<file path="src/rtl/core/rsbd_pkg.sv">
// Types and constants of the run segment blob detector.
// No dependencies; used by rsbd_front, rsbd_queue, rsbd_back, the top level and the testbench.
`default_nettype none
package rsbd_pkg;

  localparam int MAX_ROWS = 1024;

  localparam logic [10:0] RST_WIDTH   = 11'd320;
  localparam logic [10:0] RST_HEIGHT  = 11'd240;
  localparam logic [7:0]  RST_MAX_GAP = 8'd2;
  localparam logic [10:0] RST_MIN_SEG = 11'd4;
  localparam logic [10:0] RST_MIN_H   = 11'd2;

  typedef enum logic [2:0] {
    REG_WIDTH   = 3'd0,
    REG_HEIGHT  = 3'd1,
    REG_MAX_GAP = 3'd2,
    REG_MIN_SEG = 3'd3,
    REG_MIN_H   = 3'd4
  } reg_idx_t;

  typedef struct packed {
    logic [10:0] width;
    logic [10:0] height;
    logic [7:0]  max_gap;
    logic [10:0] min_seg;
    logic [10:0] min_h;
  } cfg_t;

  typedef struct packed {
    logic [9:0]  x;
    logic [9:0]  y;
    logic [10:0] w;
    logic [9:0]  h;
  } box_t;

  localparam int BOX_W = $bits(box_t);

  typedef struct packed {
    logic       seg_v;
    logic [9:0] s;
    logic [9:0] e;
    logic [9:0] row;
    logic       row_end;
    logic       frame_end;
  } ev_t;

  typedef struct packed {
    logic        blob_valid;
    logic [9:0]  x;
    logic [9:0]  y;
    logic [10:0] w;
    logic [9:0]  h;
    logic        frame_end;
    logic        last;
    logic        overflow;
  } res_t;

  typedef enum logic [2:0] {
    B_IDLE = 3'd0,
    B_RD   = 3'd1,
    B_PROC = 3'd2,
    B_END  = 3'd3,
    B_DONE = 3'd4
  } bstate_t;

  typedef enum logic [1:0] {
    M_SEG   = 2'd0,
    M_RET   = 2'd1,
    M_FLUSH = 2'd2
  } mode_t;

endpackage
`default_nettype wire

</file>
<file path="src/rtl/core/rsbd_if.sv">
// Valid/ready channel interfaces for pixels in and boxes out.
// No dependencies.
`default_nettype none
interface rsbd_px_if;
  logic valid;
  logic ready;
  logic pixel_match;
  modport source (output valid, output pixel_match, input ready);
  modport sink (input valid, input pixel_match, output ready);
endinterface

interface rsbd_blob_if;
  logic        valid;
  logic        ready;
  logic        blob_valid;
  logic [9:0]  blob_x;
  logic [9:0]  blob_y;
  logic [10:0] blob_w;
  logic [9:0]  blob_h;
  logic        frame_end;
  logic        last_of_run;
  logic        overflow;
  modport source (output valid, output blob_valid, output blob_x, output blob_y,
                  output blob_w, output blob_h, output frame_end, output last_of_run,
                  output overflow, input ready);
  modport sink (input valid, input blob_valid, input blob_x, input blob_y,
                input blob_w, input blob_h, input frame_end, input last_of_run,
                input overflow, output ready);
endinterface
`default_nettype wire

</file>
<file path="src/rtl/core/rsbd_ram.sv">
// Generic single-write, single-read RAM with registered read.
// No dependencies.
`default_nettype none
module rsbd_ram #(
  parameter int WIDTH = 41,
  parameter int DEPTH = 32
) (
  input  wire logic                     clk,
  input  wire logic                     we,
  input  wire logic [$clog2(DEPTH)-1:0] waddr,
  input  wire logic [WIDTH-1:0]         wdata,
  input  wire logic [$clog2(DEPTH)-1:0] raddr,
  output logic [WIDTH-1:0]              rdata
);
  logic [WIDTH-1:0] mem [DEPTH];

  always_ff @(posedge clk) begin
    if (we) begin
      mem[waddr] <= wdata;
    end
    rdata <= mem[raddr];
  end
endmodule
`default_nettype wire

</file>
<file path="src/rtl/core/rsbd_front.sv">
// Front end: per-pixel run detection, emits segment and row-end events.
// Depends on rsbd_pkg and rsbd_if.
`default_nettype none
module rsbd_front #(
  parameter int MAX_WIDTH = 1024
) (
  input  wire logic          clk,
  input  wire logic          rst_n,
  rsbd_px_if.sink            in_chan,
  input  wire rsbd_pkg::cfg_t cfg,
  input  wire logic          q_full,
  output logic               push,
  output rsbd_pkg::ev_t      push_ev
);
  logic [9:0] col_r, col_nxt, row_r, row_nxt, rs_r, rs_nxt;
  logic       ra_r, ra_nxt;
  logic [7:0] gc_r, gc_nxt;
  logic [12:0] wd;
  logic [10:0] ht;
  logic signed [13:0] endv;
  logic        accept, row_end, fe;
  rsbd_pkg::ev_t ev;

  assign in_chan.ready = !q_full;
  assign accept = in_chan.valid && !q_full;

  always_comb begin
    wd = {2'b0, cfg.width};
    if (wd == 13'd0) wd = 13'd1;
    if (wd > 13'(MAX_WIDTH)) wd = 13'(MAX_WIDTH);
    ht = cfg.height;
    if (ht == 11'd0) ht = 11'd1;
    if (ht > 11'(rsbd_pkg::MAX_ROWS)) ht = 11'(rsbd_pkg::MAX_ROWS);
  end

  always_comb begin
    col_nxt = col_r;
    row_nxt = row_r;
    rs_nxt  = rs_r;
    ra_nxt  = ra_r;
    gc_nxt  = gc_r;
    ev      = '0;
    endv    = '0;
    ev.row  = row_r;
    ev.s    = rs_r;
    if (in_chan.pixel_match) begin
      if (!ra_r) begin
        ra_nxt = 1'b1;
        rs_nxt = col_r;
      end
      gc_nxt = '0;
    end else if (ra_r) begin
      if (gc_r >= cfg.max_gap) begin
        endv = $signed({4'b0, col_r}) - $signed({6'b0, cfg.max_gap});
        ev.seg_v = (endv - $signed({4'b0, rs_r})) >= $signed({3'b0, cfg.min_seg});
        ev.e = (endv < $signed({4'b0, rs_r})) ? rs_r : endv[9:0];
        ra_nxt = 1'b0;
        gc_nxt = '0;
      end else begin
        gc_nxt = gc_r + 8'd1;
      end
    end
    row_end = ({3'b0, col_r} + 13'd1) >= wd;
    fe = ({1'b0, row_r} + 11'd1) >= ht;
    if (row_end) begin
      ev.row_end   = 1'b1;
      ev.frame_end = fe;
      if (ra_nxt) begin
        endv = $signed({1'b0, wd}) - 14'sd1 - $signed({6'b0, gc_nxt});
        ev.seg_v = ($signed({1'b0, wd}) - $signed({4'b0, rs_nxt}))
                   >= $signed({3'b0, cfg.min_seg});
        ev.s = rs_nxt;
        ev.e = (endv < $signed({4'b0, rs_nxt})) ? rs_nxt : endv[9:0];
      end
      ra_nxt  = 1'b0;
      gc_nxt  = '0;
      col_nxt = '0;
      row_nxt = fe ? 10'd0 : row_r + 10'd1;
    end else begin
      col_nxt = col_r + 10'd1;
    end
  end

  assign push    = accept && (ev.seg_v || ev.row_end);
  assign push_ev = ev;

  always_ff @(posedge clk) begin
    if (!rst_n) begin
      col_r <= '0;
      row_r <= '0;
      rs_r  <= '0;
      ra_r  <= 1'b0;
      gc_r  <= '0;
    end else if (accept) begin
      col_r <= col_nxt;
      row_r <= row_nxt;
      rs_r  <= rs_nxt;
      ra_r  <= ra_nxt;
      gc_r  <= gc_nxt;
    end
  end
endmodule
`default_nettype wire

</file>
<file path="src/rtl/core/rsbd_queue.sv">
// Short event queue between the front and back ends.
// Depends on rsbd_pkg.
`default_nettype none
module rsbd_queue (
  input  wire logic          clk,
  input  wire logic          rst_n,
  input  wire logic          push,
  input  wire rsbd_pkg::ev_t push_ev,
  input  wire logic          pop,
  output rsbd_pkg::ev_t      head,
  output logic               empty,
  output logic               full
);
  localparam int DEPTH = 4;
  localparam int PW = $clog2(DEPTH);

  rsbd_pkg::ev_t   slot_r [DEPTH];
  logic [PW-1:0]   wp_r, rp_r;
  logic [PW:0]     cnt_r;

  assign empty = (cnt_r == '0);
  assign full  = (cnt_r == (PW+1)'(DEPTH));
  assign head  = slot_r[rp_r];

  always_ff @(posedge clk) begin
    if (push) begin
      slot_r[wp_r] <= push_ev;
    end
  end

  always_ff @(posedge clk) begin
    if (!rst_n) begin
      wp_r  <= '0;
      rp_r  <= '0;
      cnt_r <= '0;
    end else begin
      if (push) wp_r <= wp_r + PW'(1);
      if (pop) rp_r <= rp_r + PW'(1);
      cnt_r <= cnt_r + (PW+1)'(push) - (PW+1)'(pop);
    end
  end
endmodule
`default_nettype wire

</file>
<file path="src/rtl/core/rsbd_back.sv">
// Back end: matches segments against the box table, retires and flushes boxes.
// Depends on rsbd_pkg, rsbd_if and rsbd_ram.
`default_nettype none
module rsbd_back #(
  parameter int MAX_BOXES = 32
) (
  input  wire logic           clk,
  input  wire logic           rst_n,
  input  wire rsbd_pkg::cfg_t cfg,
  input  wire logic           q_empty,
  input  wire rsbd_pkg::ev_t  q_head,
  output logic                q_pop,
  rsbd_blob_if.source         out_chan
);
  localparam int AW = $clog2(MAX_BOXES);
  localparam int CW = $clog2(MAX_BOXES + 1);

  typedef struct packed {
    logic [11:0] x;
    logic [11:0] w;
  } span_t;

  function automatic span_t span_add(logic [11:0] x, logic [11:0] w,
                                     logic [11:0] lo, logic [11:0] hi);
    span_t sp;
    sp.x = x;
    sp.w = w;
    if (lo < sp.x) begin
      sp.w = sp.w + (sp.x - lo);
      sp.x = lo;
    end
    if (hi > sp.x + sp.w) sp.w = hi - sp.x;
    return sp;
  endfunction

  rsbd_pkg::bstate_t st_r, st_nxt;
  rsbd_pkg::mode_t   mode_r, mode_nxt;
  rsbd_pkg::ev_t     ev_r, ev_nxt;
  rsbd_pkg::res_t    pend_r, pend_nxt, out_r, push_data, res;
  rsbd_pkg::box_t    d, wdata;
  logic [CW-1:0] r_r, r_nxt, w_r, w_nxt, cnt_r, cnt_nxt, m_r, m_nxt;
  logic [9:0]    mx_r, mx_nxt, my_r, my_nxt, mh_r, mh_nxt;
  logic [10:0]   mw_r, mw_nxt;
  logic found_r, found_nxt, any_r, any_nxt, ovf_r, ovf_nxt;
  logic pend_v_r, pend_v_nxt, out_v_r, out_v_nxt, push_out;
  logic we, ov, retire, emit_req, stall, can_push, at_end, need_marker, done_go;
  logic [AW-1:0] waddr;
  logic [rsbd_pkg::BOX_W-1:0] rdata;
  span_t sp_first, sp_merge;

  rsbd_ram #(.WIDTH(rsbd_pkg::BOX_W), .DEPTH(MAX_BOXES)) u_ram (
    .clk   (clk),
    .we    (we),
    .waddr (waddr),
    .wdata (wdata),
    .raddr (r_r[AW-1:0]),
    .rdata (rdata)
  );

  assign d = rsbd_pkg::box_t'(rdata);
  assign can_push = !out_v_r || out_chan.ready;
  assign at_end = (r_r == cnt_r);
  assign ov = ({2'b0, ev_r.s} <= {2'b0, d.x}) ? (ev_r.e > d.x)
            : ({2'b0, ev_r.s} <= {2'b0, d.x} + {1'b0, d.w});
  assign retire = ({2'b0, d.y} + {2'b0, d.h} + {4'b0, cfg.max_gap}) < {2'b0, ev_r.row};
  assign sp_first = span_add({2'b0, d.x}, {1'b0, d.w}, {2'b0, ev_r.s}, {2'b0, ev_r.e});
  assign sp_merge = span_add({2'b0, mx_r}, {1'b0, mw_r}, {2'b0, d.x},
                             {2'b0, d.x} + {1'b0, d.w});

  always_comb begin
    case (mode_r)
      rsbd_pkg::M_RET:   emit_req = retire && ({1'b0, d.h} > cfg.min_h);
      rsbd_pkg::M_FLUSH: emit_req = 1'b1;
      default:           emit_req = 1'b0;
    endcase
  end

  assign stall = emit_req && pend_v_r && !can_push;
  assign need_marker = ev_r.frame_end && !any_r;
  assign done_go = !((need_marker || pend_v_r) && !can_push);

  always_comb begin
    res.blob_valid = 1'b1;
    res.x = d.x;
    res.y = d.y;
    res.w = d.w;
    res.h = d.h;
    res.frame_end = (mode_r == rsbd_pkg::M_FLUSH) || ev_r.frame_end;
    res.last = 1'b0;
    res.overflow = ovf_r;
  end

  // next state
  always_comb begin
    st_nxt = st_r;
    case (st_r)
      rsbd_pkg::B_IDLE: if (!q_empty) st_nxt = rsbd_pkg::B_RD;
      rsbd_pkg::B_RD:   st_nxt = at_end ? rsbd_pkg::B_END : rsbd_pkg::B_PROC;
      rsbd_pkg::B_PROC: if (!stall) st_nxt = rsbd_pkg::B_RD;
      rsbd_pkg::B_END: begin
        if ((mode_r == rsbd_pkg::M_SEG && ev_r.row_end) ||
            (mode_r == rsbd_pkg::M_RET && ev_r.frame_end)) begin
          st_nxt = rsbd_pkg::B_RD;
        end else begin
          st_nxt = rsbd_pkg::B_DONE;
        end
      end
      rsbd_pkg::B_DONE: if (done_go) st_nxt = rsbd_pkg::B_IDLE;
      default: st_nxt = rsbd_pkg::B_IDLE;
    endcase
  end

  // datapath and outputs
  always_comb begin
    mode_nxt   = mode_r;
    ev_nxt     = ev_r;
    r_nxt      = r_r;
    w_nxt      = w_r;
    cnt_nxt    = cnt_r;
    m_nxt      = m_r;
    mx_nxt     = mx_r;
    mw_nxt     = mw_r;
    my_nxt     = my_r;
    mh_nxt     = mh_r;
    found_nxt  = found_r;
    any_nxt    = any_r;
    ovf_nxt    = ovf_r;
    pend_v_nxt = pend_v_r;
    pend_nxt   = pend_r;
    q_pop      = 1'b0;
    we         = 1'b0;
    waddr      = w_r[AW-1:0];
    wdata      = d;
    push_out   = 1'b0;
    push_data  = pend_r;
    case (st_r)
      rsbd_pkg::B_IDLE: begin
        if (!q_empty) begin
          q_pop     = 1'b1;
          ev_nxt    = q_head;
          mode_nxt  = q_head.seg_v ? rsbd_pkg::M_SEG : rsbd_pkg::M_RET;
          r_nxt     = '0;
          w_nxt     = '0;
          found_nxt = 1'b0;
          any_nxt   = 1'b0;
        end
      end
      rsbd_pkg::B_PROC: begin
        if (!stall) begin
          r_nxt = r_r + CW'(1);
          case (mode_r)
            rsbd_pkg::M_SEG: begin
              if (!found_r && ov) begin
                found_nxt = 1'b1;
                m_nxt  = w_r;
                my_nxt = d.y;
                mh_nxt = ev_r.row - d.y;
                mx_nxt = sp_first.x[9:0];
                mw_nxt = sp_first.w[10:0];
                w_nxt  = w_r + CW'(1);
              end else if (found_r && ov) begin
                mx_nxt = sp_merge.x[9:0];
                mw_nxt = sp_merge.w[10:0];
              end else begin
                we    = 1'b1;
                w_nxt = w_r + CW'(1);
              end
            end
            rsbd_pkg::M_RET: begin
              if (!retire) begin
                we    = 1'b1;
                w_nxt = w_r + CW'(1);
              end
            end
            default: ;
          endcase
          if (emit_req) begin
            any_nxt    = 1'b1;
            pend_v_nxt = 1'b1;
            pend_nxt   = res;
            if (pend_v_r) push_out = 1'b1;
          end
        end
      end
      rsbd_pkg::B_END: begin
        case (mode_r)
          rsbd_pkg::M_SEG: begin
            if (found_r) begin
              we      = 1'b1;
              waddr   = m_r[AW-1:0];
              wdata   = '{x: mx_r, y: my_r, w: mw_r, h: mh_r};
              cnt_nxt = w_r;
            end else if (cnt_r < CW'(MAX_BOXES)) begin
              we      = 1'b1;
              waddr   = cnt_r[AW-1:0];
              wdata   = '{x: ev_r.s, y: ev_r.row, w: {1'b0, ev_r.e - ev_r.s}, h: 10'd1};
              cnt_nxt = cnt_r + CW'(1);
            end else begin
              ovf_nxt = 1'b1;
            end
            if (ev_r.row_end) begin
              mode_nxt = rsbd_pkg::M_RET;
              r_nxt    = '0;
              w_nxt    = '0;
            end
          end
          rsbd_pkg::M_RET: begin
            cnt_nxt = w_r;
            if (ev_r.frame_end) begin
              mode_nxt = rsbd_pkg::M_FLUSH;
              r_nxt    = '0;
            end
          end
          default: cnt_nxt = '0;
        endcase
      end
      rsbd_pkg::B_DONE: begin
        if (can_push) begin
          if (need_marker) begin
            push_out  = 1'b1;
            push_data = '{blob_valid: 1'b0, x: '0, y: '0, w: '0, h: '0,
                          frame_end: 1'b1, last: 1'b1, overflow: ovf_r};
          end else if (pend_v_r) begin
            push_out       = 1'b1;
            push_data.last = 1'b1;
            pend_v_nxt     = 1'b0;
          end
        end
        if (done_go && ev_r.frame_end) ovf_nxt = 1'b0;
      end
      default: ;
    endcase
  end

  always_comb begin
    out_v_nxt = out_v_r && !out_chan.ready;
    if (push_out) out_v_nxt = 1'b1;
  end

  always_ff @(posedge clk) begin
    if (!rst_n) begin
      st_r     <= rsbd_pkg::B_IDLE;
      mode_r   <= rsbd_pkg::M_SEG;
      r_r      <= '0;
      w_r      <= '0;
      cnt_r    <= '0;
      found_r  <= 1'b0;
      any_r    <= 1'b0;
      ovf_r    <= 1'b0;
      pend_v_r <= 1'b0;
      out_v_r  <= 1'b0;
    end else begin
      st_r     <= st_nxt;
      mode_r   <= mode_nxt;
      r_r      <= r_nxt;
      w_r      <= w_nxt;
      cnt_r    <= cnt_nxt;
      found_r  <= found_nxt;
      any_r    <= any_nxt;
      ovf_r    <= ovf_nxt;
      pend_v_r <= pend_v_nxt;
      out_v_r  <= out_v_nxt;
    end
  end

  always_ff @(posedge clk) begin
    ev_r   <= ev_nxt;
    m_r    <= m_nxt;
    mx_r   <= mx_nxt;
    mw_r   <= mw_nxt;
    my_r   <= my_nxt;
    mh_r   <= mh_nxt;
    pend_r <= pend_nxt;
    if (push_out) out_r <= push_data;
  end

  assign out_chan.valid       = out_v_r;
  assign out_chan.blob_valid  = out_r.blob_valid;
  assign out_chan.blob_x      = out_r.x;
  assign out_chan.blob_y      = out_r.y;
  assign out_chan.blob_w      = out_r.w;
  assign out_chan.blob_h      = out_r.h;
  assign out_chan.frame_end   = out_r.frame_end;
  assign out_chan.last_of_run = out_r.last;
  assign out_chan.overflow    = out_r.overflow;
endmodule
`default_nettype wire

</file>
<file path="src/rtl/core/run_segment_blob_detector_unit.sv">
// Run detection keeps pace at one pixel per clock while the event queue has room.
// Events queue (depth 4) ahead of the box table engine, which walks the table for each event; a row
// end that also closes a segment adds a retire pass, a frame end adds a flush pass, and
// result-channel stalls lengthen both. The pixel side stalls only when the event queue is full.
// Reset: synchronous active-low rst_n clears counters, box count and flags; box RAM not cleared.
`default_nettype none
module run_segment_blob_detector_unit #(
  parameter int MAX_WIDTH = 1024,
  parameter int MAX_BOXES = 32
) (
  input  wire logic        clk,
  input  wire logic        rst_n,
  rsbd_px_if.sink          in_chan,
  rsbd_blob_if.source      out_chan,
  input  wire logic        psel,
  input  wire logic        penable,
  input  wire logic        pwrite,
  input  wire logic [4:0]  paddr,
  input  wire logic [31:0] pwdata,
  output logic [31:0]      prdata,
  output logic             pready
);
  rsbd_pkg::cfg_t cfg_r;
  rsbd_pkg::ev_t  push_ev, q_head;
  rsbd_pkg::reg_idx_t widx;
  logic push, q_full, q_empty, q_pop;

  assign pready = 1'b1;
  assign widx = rsbd_pkg::reg_idx_t'(paddr[4:2]);

  always_ff @(posedge clk) begin
    if (!rst_n) begin
      cfg_r.width   <= rsbd_pkg::RST_WIDTH;
      cfg_r.height  <= rsbd_pkg::RST_HEIGHT;
      cfg_r.max_gap <= rsbd_pkg::RST_MAX_GAP;
      cfg_r.min_seg <= rsbd_pkg::RST_MIN_SEG;
      cfg_r.min_h   <= rsbd_pkg::RST_MIN_H;
    end else if (psel && penable && pwrite) begin
      case (widx)
        rsbd_pkg::REG_WIDTH:   cfg_r.width   <= pwdata[10:0];
        rsbd_pkg::REG_HEIGHT:  cfg_r.height  <= pwdata[10:0];
        rsbd_pkg::REG_MAX_GAP: cfg_r.max_gap <= pwdata[7:0];
        rsbd_pkg::REG_MIN_SEG: cfg_r.min_seg <= pwdata[10:0];
        rsbd_pkg::REG_MIN_H:   cfg_r.min_h   <= pwdata[10:0];
        default: ;
      endcase
    end
  end

  always_comb begin
    case (widx)
      rsbd_pkg::REG_WIDTH:   prdata = {21'b0, cfg_r.width};
      rsbd_pkg::REG_HEIGHT:  prdata = {21'b0, cfg_r.height};
      rsbd_pkg::REG_MAX_GAP: prdata = {24'b0, cfg_r.max_gap};
      rsbd_pkg::REG_MIN_SEG: prdata = {21'b0, cfg_r.min_seg};
      rsbd_pkg::REG_MIN_H:   prdata = {21'b0, cfg_r.min_h};
      default:               prdata = '0;
    endcase
  end

  rsbd_front #(.MAX_WIDTH(MAX_WIDTH)) u_front (
    .clk     (clk),
    .rst_n   (rst_n),
    .in_chan (in_chan),
    .cfg     (cfg_r),
    .q_full  (q_full),
    .push    (push),
    .push_ev (push_ev)
  );

  rsbd_queue u_queue (
    .clk     (clk),
    .rst_n   (rst_n),
    .push    (push),
    .push_ev (push_ev),
    .pop     (q_pop),
    .head    (q_head),
    .empty   (q_empty),
    .full    (q_full)
  );

  rsbd_back #(.MAX_BOXES(MAX_BOXES)) u_back (
    .clk      (clk),
    .rst_n    (rst_n),
    .cfg      (cfg_r),
    .q_empty  (q_empty),
    .q_head   (q_head),
    .q_pop    (q_pop),
    .out_chan (out_chan)
  );
endmodule
`default_nettype wire

</file>
<file path="src/flat_wrapper.sv">
// flat-port wrapper written by rule: the top's interface ports become plain ports
module run_segment_blob_detector_unit_flat 
#(
  parameter int MAX_WIDTH = 1024,
  parameter int MAX_BOXES = 32
)
  (clk, rst_n, psel, penable, pwrite, paddr, pwdata, prdata, pready, in_chan_valid, in_chan_pixel_match, in_chan_ready, out_chan_valid, out_chan_blob_valid, out_chan_blob_x, out_chan_blob_y, out_chan_blob_w, out_chan_blob_h, out_chan_frame_end, out_chan_last_of_run, out_chan_overflow, out_chan_ready);
  rsbd_px_if in_chan_i ();
  rsbd_blob_if out_chan_i ();
  input  wire logic clk;
  input  wire logic rst_n;
  input  wire logic psel;
  input  wire logic penable;
  input  wire logic pwrite;
  input  wire logic [4:0] paddr;
  input  wire logic [31:0] pwdata;
  output logic [31:0] prdata;
  output logic pready;
  input wire logic [$bits(in_chan_i.valid)-1:0] in_chan_valid;
  input wire logic [$bits(in_chan_i.pixel_match)-1:0] in_chan_pixel_match;
  output wire logic [$bits(in_chan_i.ready)-1:0] in_chan_ready;
  output wire logic [$bits(out_chan_i.valid)-1:0] out_chan_valid;
  output wire logic [$bits(out_chan_i.blob_valid)-1:0] out_chan_blob_valid;
  output wire logic [$bits(out_chan_i.blob_x)-1:0] out_chan_blob_x;
  output wire logic [$bits(out_chan_i.blob_y)-1:0] out_chan_blob_y;
  output wire logic [$bits(out_chan_i.blob_w)-1:0] out_chan_blob_w;
  output wire logic [$bits(out_chan_i.blob_h)-1:0] out_chan_blob_h;
  output wire logic [$bits(out_chan_i.frame_end)-1:0] out_chan_frame_end;
  output wire logic [$bits(out_chan_i.last_of_run)-1:0] out_chan_last_of_run;
  output wire logic [$bits(out_chan_i.overflow)-1:0] out_chan_overflow;
  input wire logic [$bits(out_chan_i.ready)-1:0] out_chan_ready;
  assign in_chan_i.valid = in_chan_valid;
  assign in_chan_i.pixel_match = in_chan_pixel_match;
  assign in_chan_ready = in_chan_i.ready;
  assign out_chan_valid = out_chan_i.valid;
  assign out_chan_blob_valid = out_chan_i.blob_valid;
  assign out_chan_blob_x = out_chan_i.blob_x;
  assign out_chan_blob_y = out_chan_i.blob_y;
  assign out_chan_blob_w = out_chan_i.blob_w;
  assign out_chan_blob_h = out_chan_i.blob_h;
  assign out_chan_frame_end = out_chan_i.frame_end;
  assign out_chan_last_of_run = out_chan_i.last_of_run;
  assign out_chan_overflow = out_chan_i.overflow;
  assign out_chan_i.ready = out_chan_ready;
  run_segment_blob_detector_unit #(.MAX_WIDTH(MAX_WIDTH), .MAX_BOXES(MAX_BOXES)) u_core (.clk(clk), .rst_n(rst_n), .in_chan(in_chan_i), .out_chan(out_chan_i), .psel(psel), .penable(penable), .pwrite(pwrite), .paddr(paddr), .pwdata(pwdata), .prdata(prdata), .pready(pready));
endmodule
</file>
<file path="config.mk">
export PLATFORM = sky130hd
export DESIGN_NAME = run_segment_blob_detector_unit_flat
export DESIGN_NICKNAME = d
export VERILOG_FILES = /design/src/rtl/core/rsbd_pkg.sv /design/src/rtl/core/rsbd_if.sv /design/src/rtl/core/rsbd_ram.sv /design/src/rtl/core/rsbd_front.sv /design/src/rtl/core/rsbd_queue.sv /design/src/rtl/core/rsbd_back.sv /design/src/rtl/core/run_segment_blob_detector_unit.sv /design/src/flat_wrapper.sv
export SDC_FILE = /design/constraint.sdc
export NUM_CORES = 2
export LEC_CHECK = 0
export ABC_CLOCK_PERIOD_IN_PS = 13600
export BUFFER_PORTS_ARGS = -buffer_cell sky130_fd_sc_hd__buf_4
export CAP_MARGIN = 20
export CORE_UTILIZATION = 50
export CTS_BUF_LIST = sky130_fd_sc_hd__clkbuf_4
export DETAILED_ROUTE_END_ITERATION = 12
export HOLD_SLACK_MARGIN = 0.02
export MAX_ROUTING_LAYER = met4
export PLACE_DENSITY = 0.72
export REMOVE_ABC_BUFFERS = 1
export SLEW_MARGIN = 20
export SYNTH_ARGS = -nofsm -noshare
export SYNTH_HDL_FRONTEND = slang
export SYNTH_SLANG_ARGS = --single-unit
</file>
<file path="constraint.sdc">
create_clock -name clk -period 13.6 [get_ports clk]
set_input_delay 1.36 -clock clk [delete_from_list [all_inputs] [get_ports clk]]
set_output_delay 1.36 -clock clk [all_outputs]
set_load 0.01 [all_outputs]
</file>
* After elaboration in Yosys (flattened, before gate mapping)
Memory sizes are Yosys's and may differ from the RTL's. A register that Yosys moved wholly into a read port is not among the register bits.
Cells that the tools add are included.
Widths: inputs -> output; s select.
** Storage, ports and cells
- Register bits :: 292
- Memory bits (writable) :: 1444
- Bits of input ports :: 45
- Output and inout bits :: 80
- Word-level logic and storage cells :: 309
- Memories :: 2
** Memories
- u_core.u_back.u_ram.mem :: words 32, width 41, rd ports 1, clocked after Yosys merged registers in 1, wr ports 1, RTL line rsbd_ram.sv:15 : logic [WIDTH-1:0] mem [DEPTH];
- u_core.u_queue.slot_r :: words 4, width 33, rd ports 1, clocked after Yosys merged registers in 1, wr ports 1, RTL line rsbd_queue.sv:17 : rsbd_pkg::ev_t slot_r [DEPTH];
** Cells by class
- Add/sub/neg operators :: 30
- Magnitude comparators :: 19
- Equality and inequality tests :: 32
- Multiplexer cells :: 118
- Bitwise operators :: 2
- Reduce and logical (&&, ||, !) cells :: 59
** Operators with widths (count)
- $mux 41 :: 4
- $mux 10 :: 11
- $mux 44 :: 2
- $mux 11 :: 7
- $mux 6 :: 11
- $pmux 11 s5 :: 1
- $mux 22 :: 2
- $mux 43 :: 1
- $mux 1 :: 42
- $mux 21 :: 2
- $pmux 6 s2 :: 3
- $pmux 6 s3 :: 2
- $sub 10x10->11 :: 3
- $mux 8 :: 4
- $ne 2x2->1 const B :: 13
- $add 10x12->12 :: 2
- $add 11x12->12 :: 2
- $add 10x1->11 const B :: 2
- $logic_not 11->1 :: 2
- $add 10x1->10 const B :: 2
- $lt 10x10->1 :: 2
- $mux 5 :: 4
- $reduce_and 5->1 :: 4
- $sub 10x10->10 :: 2
- other kinds (59) :: 130

* Longest topological paths before layout
- Depth after elaboration :: 14
- Depth in mapped cells :: 33
- Mapped depth without buffers :: 32

* Modules after synthesis
From an unflattened synthesis, not the netlist that was laid out.
** Unflattened totals
- Cell total of the unflattened synthesis :: 5844
- Area total of the unflattened synthesis :: 81237.9 um^2
** Modules (own cells, without submodules)
- rsbd_ram :: times used 1, cells an instance 2883, area each 51810.9 um^2, sequential area each 40218.6 um^2
- rsbd_back :: times used 1, cells an instance 1690, area each 15790.1 um^2, sequential area each 5545.3 um^2
- rsbd_front :: times used 1, cells an instance 782, area each 5819.3 um^2, sequential area each 780.7 um^2
- rsbd_queue :: times used 1, cells an instance 216, area each 5251.3 um^2, sequential area each 4144.0 um^2
- run_segment_blob_detector_unit :: times used 1, cells an instance 273, area each 2566.2 um^2, sequential area each 1041.0 um^2

* Least setup slack after synthesis
Ideal clock, no wire load.
- Path kind :: reg2reg
- From :: register u_core.u_back.u_ram.rdata[22] (read register of u_core.u_back.u_ram.mem)
- To :: memory u_core.u_back.u_ram.mem[14][0] (enable)
- Setup time :: 542 ps
- Data arrival time :: 8173 ps
- Data required time :: 13058 ps
- Path slack :: 4886 ps
- Stages on the path, launching flop included :: 21
- Buffers on the path :: 1
- Period minus slack after synthesis :: 8714 ps
- Cells stage by stage :: dfxtp_1 fa_1 ha_1 fa_1 a21o_1 a21oi_1 nor2b_1 o21ai_0 a21oi_1 xor2_1 ha_1 and4_1 a211oi_1 nand4_1 a31o_2 a2111oi_2 a41oi_1 o21ai_2 o21a_4 buf_6 nor4_1
** On the way
- Cells in the longest elaborated chain, start to end :: 11
- Elaborated cells on any way between the ends :: 13
- Classes of those cells :: add/sub (2); order compare (1); mux (7); reduce/logical (3)
** Ends and longest elaborated chain
- start: declaration :: RTL line rsbd_ram.sv:13 : output logic [WIDTH-1:0] rdata
- $add 10x10->11 (*) :: RTL line rsbd_back.sv:65 : assign retire = ({2'b0, d.y} + {2'b0, d.h} + {4'b0, cfg.max_gap}) < {2'b0, ev_r.row};
- $add 11x8->12 (*) :: RTL line rsbd_back.sv:65
- $lt 12x10->1 (*) :: RTL line rsbd_back.sv:65
- $logic_and 1x1->1 :: RTL line rsbd_back.sv:72 : rsbd_pkg::M_RET: emit_req = retire && ({1'b0, d.h} > cfg.min_h);
- $pmux 1 s2 :: RTL line rsbd_back.sv:71 : case (mode_r)
- $logic_and 1x1->1 (2 in a row) :: RTL line rsbd_back.sv:78 : assign stall = emit_req && pend_v_r && !can_push;
- $mux 1 (*) :: RTL line rsbd_back.sv:149 : if (!stall) begin
- $pmux 1 s2 (*) :: RTL line rsbd_back.sv:136 : case (st_r)
- $mux 1 (*) :: RTL line rsbd_ram.sv:18 : if (we) begin
- $mux 1 (not written as such) (*) :: RTL line rsbd_ram.sv:19 : mem[waddr] <= wdata;
- end: declaration :: RTL line rsbd_ram.sv:15
Every way passes the cells marked *; elsewhere a longest branch is shown, timed or not.

* Worst setup path after layout
- From :: register u_core.u_back.u_ram.rdata[32] (read register of u_core.u_back.u_ram.mem)
- To :: register u_core.u_back.mw_r[1], data pin
** On the way
- Cells in the longest elaborated chain, start to end :: 8
- Elaborated cells on any way between the ends :: 24
- Classes of those cells :: add/sub (9); order compare (7); mux (7); reduce/logical (1)
** Ends and longest elaborated chain
- $sub 10x10->11 :: RTL line rsbd_back.sv:29 : sp.w = sp.w + (sp.x - lo);
- $add 11x12->12 :: RTL line rsbd_back.sv:29
- $mux 22 :: RTL line rsbd_back.sv:28 : if (lo < sp.x) begin
- $add 10x12->12 :: RTL line rsbd_back.sv:32 : if (hi > sp.x + sp.w) sp.w = hi - sp.x;
- $gt 12x12->1 :: RTL line rsbd_back.sv:32
- $mux 11 :: RTL line rsbd_back.sv:32
- $mux 11 :: RTL line rsbd_back.sv:161 : end else if (found_r && ov) begin
- $mux 11 (*) :: RTL line rsbd_back.sv:153 : if (!found_r && ov) begin
- end signal: assignment :: RTL line rsbd_back.sv:270 : mw_r <= mw_nxt;
- end: declaration :: RTL line rsbd_back.sv:43 : logic [10:0] mw_r, mw_nxt;
Every way passes the cells marked *; elsewhere a longest branch is shown, timed or not. The select of a mux whose other input is x is not followed.
A chain may end at the register's enable or synchronous reset.

==> impl_metrics.yaml <==
synthesis:
  async_flop_share_pct: 0
  synth_top_family_by_area: "multiplexers"
  synthAdderAreaFrac_pct: 5.245
  seq_area_frac_synth_pct: 65.13
  ys_types: 91
  syn_area_per_cell_um2: 16.34
  syn_area_mm2: 0.07943
  synth-edff-count: 1610
  netlist_instances: 4861
  synth_seq_cells: 1779
  synthMuxAreaShare_pct: 14.42
  synth-compound-area-share_pct: 5.743
  yosysWarnings: 0
  synthSimpleGateAreaFrac_pct: 5.491
  synth_flop_cell: "edfxtp_1"
  synth-xor-area-share_pct: 1.632
global_routing:
  grt.total_usage_pct: 24.39
  grt_pass1_vias: 46310
  antenna_found_initial: 5
  grt_max_degree: 103
  grt_pass1_wl_um: 283800
  grt_overflow_total: 0
timing:
  timing.final.crit_share_pct: 56.35
  finalHoldViolations: 0
  holdWs_ns: 0.3499
  tns_ns: 0
  relSlewSlack_pct: 25.73
  worst_slew_pin_slew_ns: 1.111
  rsz0062_at_grt: "false"
  fmax_mhz: 130.5
  fin_crit_ns: 7.663
  finClkSkew_ns: 0.1233
  setup-violations-final: 0
  slew_violations: 0
pwr:
  ir_worst_vdd_mv: 0.1918
  power_density_mw_per_mm2: 197.1
  p_leak_nw: 30.57
final_layout:
  mostFrequentLayoutCells: "1610 x edfxtp_1, 668 x clkbuf_4, 443 x mux4_2"
  area_delta_synth_final_pct: 11.57
  num-nets-final: 5670
  final_util_pct: 56.47
  drive_gt1_share_pct: 26.69
  layout_commonest_cell: "edfxtp_1"
  fillers: 11960
floorplanning:
  die_w_um: 400.6
  initial_core_util_pct: 50.62
  die_h_um: 400.6
  die_area_mm2: 0.1605
  row_count: 145
  coreArea_mm2: 0.1569
  io_pins: 125
setup_path:
  r2r-end: "u_core.u_back.mw_r[1]$_DFFE_PP_"
  path_class: "flop to flop"
  r2r_setup_slack_ns: 5.94
  cp-startpoint: "u_core.u_back.u_ram.rdata[32]$_DFF_P_"
  crit_fanout: 18
  critical_path.most_common_cell: "a21oi_1"
  reg2reg_from: "u_core.u_back.u_ram.rdata[32]$_DFF_P_"
  worstSetupStartpointType: "flop"
  max_stage_delay_ns: 0.65
  critPathRequiredTime_ns: 14.63
  rr_worst_depth: 29
  cp_data_arrival_time_ns: 8.70
  crit_path_top_delay_cell: "dfxtp_1"
  endpoint_kind: "flop"
place:
  gp_congestion: 0.9310
  place_hpwl_um: 116900
  port_buffers: 79
clock_tree:
  cts_tree: "built"
  cts_resized: 0
  postCtsSetupBuffers: 0
  clockBufferDepth: 4
  clk_latency_ns: 1.33
  htree_levels: 5
  cts_buffers: 441
  clkTransAtPathRegs_ns: 0.07
  cts_root_buffer: "clkbuf_4"
  cts_hold_buffers: 0
  cts_sinks: 1779
route:
  wl_um: 190200
  first_iter_violations: 4376
  drt-pass1-iter-count: 5
  vias: 46000
  wl_per_cell_um: 24.76
  via_per_inst: 5.989
  route.detailed.drc: 0
  ant_nets: 0
run_status:
  status: "complete, no violations"
flow_run:
  cap_violations: 0
worst_hold_path:
  holdPathEnd: "u_core.cfg_r[49]$_SDFFE_PN1P_"
  hold_start: "pwdata[8]"
  hold_path_class: "primary input to flop"
  holdPathStages: 3
critical path, delay by kind of cell (launching register included):
kind	cells	cell delay, ns
mux	4	1.21
buf+inv	3	0.62
flops	1	0.65
compound gates	13	3.00
fa+ha+maj	3	0.96
simple gates	5	0.84
xor+xnor	1	0.16
cells in the mapped netlist (all sizes together) (77+ instances only):
master / number / area [µm²]
edfxtp: 1610 / 48350
mux4: 443 / 9977
ha: 293 / 3666
nand2: 246 / 923.4
inv: 221 / 829.6
nor2: 182 / 683.2
a21oi: 174 / 870.8
dfxtp: 169 / 3383
o21ai: 157 / 804.5
clkbuf: 153 / 576.8
xnor2: 93 / 814.5
nor2b: 88 / 550.5
mux2i: 77 / 770.7
stage by stage:
stage / std cells / cell area, µm² / power (mW) / setup slack, ns
3_5_place_dp: 6921 / 83050 / 13.18 / 5.918
6_report: 7681 / 88620 / 17.47 / 5.937
5_1_grt: 7680 / 88620 / 18.56 / 5.355
2_1_floorplan: 4651 / 78490 / 11.63 / -1.367
3_3_place_gp: 6919 / 83000 / 13.02 / 5.890
4_1_cts: 7670 / 88500 / 17.53 / 5.948
power by group:
| part | leakage [nW] | total [mW] | internal (mW) | switching (mW) |
|---|---|---|---|---|
| registers | 15.9 | 6.85 | 6.60 | 0.252 |
| clock network | 3.28 | 4.33 | 2.31 | 2.02 |
| logic | 11.4 | 6.29 | 2.58 | 3.70 |
| total | 30.6 | 17.5 | 11.5 | 5.98 |
layer usage:
metal | wire length [µm] | vias to the layer above | track usage (%)
li1 | - | 20270 | -
met1 | 78650 | 23250 | 33.36
met2 | 90550 | 2113 | 37.48
met3 | 15790 | 369 | 3.773
met4 | 5160 | 0 | 8.414
met5 | 0 | - | -
registers in the layout, indices dropped and copies added (netlist names), 8 cells and up, named ones only:
register / cells
u_core.u_back.mx_r: 10
u_core.u_queue.slot_r: 132
u_core.u_back.out_chan.blob_w: 11
u_core.u_front.col_r: 10
u_core.u_back.u_ram.rdata: 41
u_core.u_back.mh_r: 10
u_core.u_front.row_r: 10
u_core.u_back.pend_r: 43
u_core.cfg_r: 52
u_core.u_front.rs_r: 10
u_core.u_back.my_r: 10
u_core.u_back.out_chan.blob_x: 10
u_core.u_back.ev_r: 32
u_core.u_back.out_chan.blob_y: 10
u_core.u_back.mw_r: 11
u_core.u_back.out_chan.blob_h: 10
u_core.u_front.gc_r: 8
u_core.u_back.u_ram.mem: 1312
layout make-up:
| type | instances | area (µm²) | share of cell area [%] |
|---|---|---|---|
| Antenna cell | 10 | 25.02 | 0.02824 |
| Clock inverter | 81 | 440.4 | 0.4970 |
| Timing Repair Buffer | 213 | 1647 | 1.858 |
| Inverter | 223 | 837.1 | 0.9445 |
| Sequential cell | 1779 | 51750 | 58.40 |
| Tap cell | 2058 | 2575 | 2.906 |
| Multi-Input combinational cell | 2649 | 26330 | 29.71 |
| Clock buffer | 668 | 5015 | 5.659 |
kinds of logic (layout without fill, tap and decap cells):
group / Yosys count / in the layout
muxes: 583 / 583
and+or+nand+nor: 878 / 878
DFF: 1779 / 1779
adders and majority gates: 318 / 318
xor gates and xnor gates: 148 / 148
buffers and inverters: 453 / 1185
other: 2 / 32
AOI/OAI and AO/OA: 700 / 700
worst max path at each step:
stage                                           endpoint  slack (ns)  cells after the start
global placement         u_core.u_back.mw_r[1]$_DFFE_PP_        5.89                     29
detailed placement       u_core.u_back.mw_r[1]$_DFFE_PP_        5.92                     29
finish                   u_core.u_back.mw_r[1]$_DFFE_PP_        5.94                     29
CTS                      u_core.u_back.mw_r[1]$_DFFE_PP_        5.95                     29
global route             u_core.u_back.mw_r[1]$_DFFE_PP_        5.36                     29
floorplan           u_core.u_back.u_ram.rdata[0]$_DFF_P_       -1.37                      3
Power figures use the tool's default switching activity.
